===== config.mk =====
export PLATFORM = sky130hd
export DESIGN_NAME = dgr_div
export DESIGN_NICKNAME = d
export VERILOG_FILES = /design/src/assert_macros.svh /design/src/dgr_pkg.sv /design/src/dgr_div.sv
export SDC_FILE = /design/constraint.sdc
export NUM_CORES = 1
export LEC_CHECK = 0
export BUFFER_PORTS_ARGS = -buffer_cell sky130_fd_sc_hd__buf_2
export CAP_MARGIN = 5
export CORE_ASPECT_RATIO = 0.75
export CORE_MARGIN = 3
export CORE_UTILIZATION = 35
export DETAILED_ROUTE_END_ITERATION = 8
export PLACE_DENSITY = 0.53
export REMOVE_ABC_BUFFERS = 1
export SLEW_MARGIN = 0
export SYNTH_ARGS = -nofsm -noshare
export SYNTH_HDL_FRONTEND = slang
export SYNTH_SLANG_ARGS = --single-unit

===== constraint.sdc =====
create_clock -name aclk -period 4.1 [get_ports aclk]
set_clock_uncertainty 0.2 [all_clocks]
set_input_delay 0.615 -clock aclk [delete_from_list [all_inputs] [get_ports aclk]]
set_output_delay 0.615 -clock aclk [all_outputs]
set_load 0.005 [all_outputs]

===== src/assert_macros.svh =====
// Assertion helpers used by the ray-cast unit.
`ifndef ASSERT_MACROS_SVH
`define ASSERT_MACROS_SVH

// The expression holds at every clock edge out of reset.
`define DGR_ASSERT_ALWAYS(lbl, clk, rstn, expr) \
    lbl: assert property (@(posedge clk) disable iff (!rstn) (expr)) \
        else $error("assertion failed");

// The antecedent in one cycle implies the consequent in the next one.
`define DGR_ASSERT_NEXT(lbl, clk, rstn, ante, cons) \
    lbl: assert property (@(posedge clk) disable iff (!rstn) (ante) |=> (cons)) \
        else $error("assertion failed");

`endif


===== src/dgr_pkg.sv =====
package dgr_pkg;

    localparam int MAP_SIDE  = 64;
    localparam int FRAC_BITS = 16;
    localparam int MAX_STEPS = 128;

    localparam int CELL_W = $clog2(MAP_SIDE);
    localparam int ADDR_W = 2 * CELL_W;
    localparam int STEP_W = $clog2(MAX_STEPS + 1);
    localparam int POS_W  = 22;
    localparam int DIR_W  = 18;
    localparam int CAM_W  = 18;
    localparam int DIST_W = 32;
    localparam int VAL_W  = 8;
    localparam int PROD_W = DIR_W + CAM_W;
    localparam int RD_W   = PROD_W - FRAC_BITS + 1;
    localparam int MAG_W  = RD_W - 1;
    localparam int FRAC_W = FRAC_BITS + 1;
    localparam int HALF_W = DIST_W / 2;
    localparam int CFG_W  = POS_W;
    localparam int CFG_AW = 3;

    localparam logic [CFG_AW-1:0] CFG_POS_X   = 3'd0;
    localparam logic [CFG_AW-1:0] CFG_POS_Y   = 3'd1;
    localparam logic [CFG_AW-1:0] CFG_DIR_X   = 3'd2;
    localparam logic [CFG_AW-1:0] CFG_DIR_Y   = 3'd3;
    localparam logic [CFG_AW-1:0] CFG_PLANE_X = 3'd4;
    localparam logic [CFG_AW-1:0] CFG_PLANE_Y = 3'd5;

    localparam logic FUNC_WRITE = 1'b0;
    localparam logic FUNC_CAST  = 1'b1;

    localparam logic STATUS_HIT  = 1'b0;
    localparam logic STATUS_MISS = 1'b1;

    typedef enum logic [3:0] {
        ST_CLEAR,
        ST_IDLE,
        ST_MUL,
        ST_DIR,
        ST_DIV_GO,
        ST_DIV,
        ST_SIDE_LO,
        ST_SIDE_HI,
        ST_STEP,
        ST_CHECK,
        ST_DONE
    } state_t;

    typedef struct packed {
        logic              done;
        logic [DIST_W-1:0] quotient;
    } div_rsp_t;

endpackage


===== src/dgr_div.sv =====
// Restoring divider: floor(2^(2F) / divisor), one quotient bit per cycle,
// saturated to the distance width. A zero divisor yields all ones.
module dgr_div import dgr_pkg::*; (
    input  logic             aclk,
    input  logic             aresetn,
    input  logic             start,
    input  logic [MAG_W-1:0] divisor,
    output div_rsp_t         rsp
);

    localparam int Q_W   = 2 * FRAC_BITS + 1;
    localparam int CNT_W = $clog2(Q_W + 1);

    logic [CNT_W-1:0] cnt_reg, cnt_next;
    logic             done_reg, done_next;
    logic [MAG_W-1:0] div_reg, div_next;
    logic [MAG_W-1:0] rem_reg, rem_next;
    logic [Q_W-1:0]   q_reg, q_next;
    logic [MAG_W:0]   rem_shift;
    logic             ge;

    // The dividend is a single one followed by zeros, so only its top bit is set.
    assign rem_shift = {rem_reg, (cnt_reg == CNT_W'(Q_W))};
    assign ge        = rem_shift >= {1'b0, div_reg};

    always_comb begin
        cnt_next  = cnt_reg;
        done_next = 1'b0;
        div_next  = div_reg;
        rem_next  = rem_reg;
        q_next    = q_reg;
        if (start) begin
            cnt_next = CNT_W'(Q_W);
            div_next = divisor;
            rem_next = '0;
            q_next   = '0;
        end else if (cnt_reg != '0) begin
            rem_next  = ge ? MAG_W'(rem_shift - {1'b0, div_reg}) : MAG_W'(rem_shift);
            q_next    = {q_reg[Q_W-2:0], ge};
            cnt_next  = cnt_reg - CNT_W'(1);
            done_next = (cnt_reg == CNT_W'(1));
        end
    end

    always_ff @(posedge aclk) begin
        if (!aresetn) begin
            cnt_reg  <= '0;
            done_reg <= 1'b0;
        end else begin
            cnt_reg  <= cnt_next;
            done_reg <= done_next;
        end
        div_reg <= div_next;
        rem_reg <= rem_next;
        q_reg   <= q_next;
    end

    assign rsp.done     = done_reg;
    assign rsp.quotient = q_reg[Q_W-1] ? '1 : q_reg[DIST_W-1:0];

endmodule


==> flow_summary.toml <==
[status]
run_status = "finished, final reports clean"

[die]
pin_count = 56
rows = 34
fp.dieH_um = 103
die_width_um = 135
initial_core_util_pct = 36.6
core_mm2 = 0.0119
die_area_mm2 = 0.0138

[place]
post_dp_cell_area_mm2 = 0.00472
dp_slack_ps = 877
dp.final_hpwl_mm = 7.05
place.gp.congestion = 0.877
port_buffers = 55

[power_and_ir_drop]
ir_drop_mv = 0.211
p_leak_nw = 2.24
power_per_cell_area_mw_per_mm2 = 486

[critical_path]
r2r-start = "cnt_reg[4]"
worst_r2r_path_depth = 11
cp_cell_sequence = "nor3_1, nand3_1, ha_1, nor2b_1, o31ai_1, a21oi_1, o21ai_2, a31oi_1, buf_4, nand2_1, a311oi_1"
worst-path-buf-inv = 1
r2r-end = "rem_reg[3]"
crit_type = "register to register"
cp-start-kind = "register"
cp.depth = 11
rrSetupSlack_ps = 860
worstSetupEndpointType = "register"
required_ps = 4140
cpMaxStageDelayCell = "a31oi_1"
arrival_ps = 3280
cp_top_family = "compound AO/OA/AOI/OAI gates"
critPathMaxFanout = 7
critPathMaxStageDelay_ps = 620

[yosys]
synth_cell_types = 61
synth.area.top_cells = "dfxtp_1 (28%), edfxtp_1 (14%), nand2_1 (7.8%)"
postSynthCellCount = 514
synth.most_common_cell = "nand2_1"
yosysTopAreaCell = "dfxtp_1"
synth_commonest_cells = "nand2_1 (90), a21oi_1 (61), dfxtp_1 (60)"
yosysWarnings = 0
avgSynthCellArea_um2 = 8.46
synth_edf_count = 20
ys_seq_area_share_pct = 41.4
async_flop_share_pct = 0
synthFlopType = "dfxtp_1"
ys_ff_latch = 80
synth_top_cell_area_share_pct = 27.6
syn-cell-area_mm2 = 0.00435

[sta]
setup_viol = 0
hold_viol = 0
tightest_slew_ps = 896
final.setup.worst_slack_ps = 856
slew_viol_final = 0
period_minus_slack_ps = 3240
rsz0062_at_grt = "no"
whs_ps = 249
fmax_ghz = 0.308
maxSlewHeadroom_pct = 40.2
setup_tns_ps = 0
fin_crit_sh_pct = 79.1

[hold_path]
hold_start = "divisor[4]"
holdPathEnd = "div_reg[4]"
holdPathStages = 1
hold_path_class = "input pin to register"

[finish]
syn2layout_area_growth_pct = 15.8
finish.net_count = 606
final_layout_size_suffix_gt1_share_pct = 21.8
stdcell_area_mm2 = 0.00503
diodes = 0
multi_input_area_mm2 = 0.00228
regArea_mm2 = 0.00180
largest_reg_flops = 33
n_fill_cell = 1186

[clock_tree]
clock_sinks = 80
cts_resized = 0
clock_latency_ps = 340
cts_root_buf = "clkbuf_16"
clock_path_buffers = 2
path_clk_slew_ps = 60
post_cts_buffers = 0
cts_tree = "built"
h-tree-depth = 3
numCtsBuffers = 9
cts_hold_buf = 0

[global_route]
antenna_found_initial = 0
grtUsageTotal_pct = 15.0
grt_start_max_net_pins = 45
overflow = 0
grt_pass1_vias = 3299
grt_first_pass_wirelength_mm = 16.6

[route]
routed_wl_mm = 10.2
first_pass_iters = 4
drt-wirelength-per-cell_um = 14.0
vias = 3642
ant_nets = 0
via_per_inst = 5.01
drcViolationCount = 0
drt_iter0_drc = 296

[run]
drv_cap = 0
==> per-stage QoR <==
step | power (mW) | std cells | utilization, %
after floorplan | 1.43 | 488 | -
after global placement | 1.61 | 711 | 39.8
after detailed placement | 1.61 | 711 | 39.8
after CTS | 2.47 | 727 | 42.4
after global routing | 2.59 | 727 | 42.4
final | 2.44 | 727 | 42.4
==> area by class of cell <==
type	instances	share of cell area [%]
Timing Repair Buffer	61	6.36
Tap cell	162	4.03
Clock buffer	10	4.97
Clock inverter	6	1.27
Inverter	30	2.24
Sequential cell	80	35.8
Multi-Input combinational cell	378	45.4
==> per-layer routing <==
| layer | global-route usage, % | wire length, µm |
|---|---|---|
| met1 | 22.9 | 5550 |
| met4 | 4.46 | 93 |
| met2 | 21.1 | 4200 |
| met3 | 3.17 | 320 |
| met5 | 0 | 0 |
==> where the power goes <==
| group | internal, mW | leakage (nW) | switching [mW] |
|---|---|---|---|
| Combinational | 0.260 | 1.40 | 0.420 |
| Sequential | 0.876 | 0.683 | 0.0468 |
| Clock | 0.510 | 0.158 | 0.332 |
| Total | 1.65 | 2.24 | 0.798 |
==> kinds of logic after synthesis <==
family | synth area share (%)
buffers and inverters | 6.13
and+or+nand+nor | 22.9
AOI/OAI and AO/OA | 20.0
DFF | 41.4
xor gates and xnor gates | 2.01
adders and majority gates | 6.79
muxes | 0.719
==> how the worst max path moves through the flow <==
stage / start / to
final: cnt_reg[4] / rem_reg[3]
after global routing: cnt_reg[1] / rem_reg[13]
after CTS: cnt_reg[1] / rem_reg[13]
after detailed placement: cnt_reg[1] / rem_reg[13]
after global placement: cnt_reg[1] / rem_reg[0]
after floorplan: cnt_reg[3] / rem_reg[8]
==> cell usage in the layout, fill, tap and decap left out, types with 4 or more instances in the layout <==
master     count
buf_4          6
xor2_1         6
ha_1          22
o21ai_0       16
nand4_1        6
nand3_1       11
a21o_1        10
nand3b_1       5
nor2_1        24
nor3_1        11
buf_2         55
a21oi_1       61
dfxtp_1       60
a31oi_1        5
clkbuf_16     10
edfxtp_1      20
inv_1         30
a311oi_1       5
or2_2         32
nand2_1       89
xnor2_1        4
a211oi_1      11
and3_1         6
Note: power is estimated with default switching activity, not from simulation.
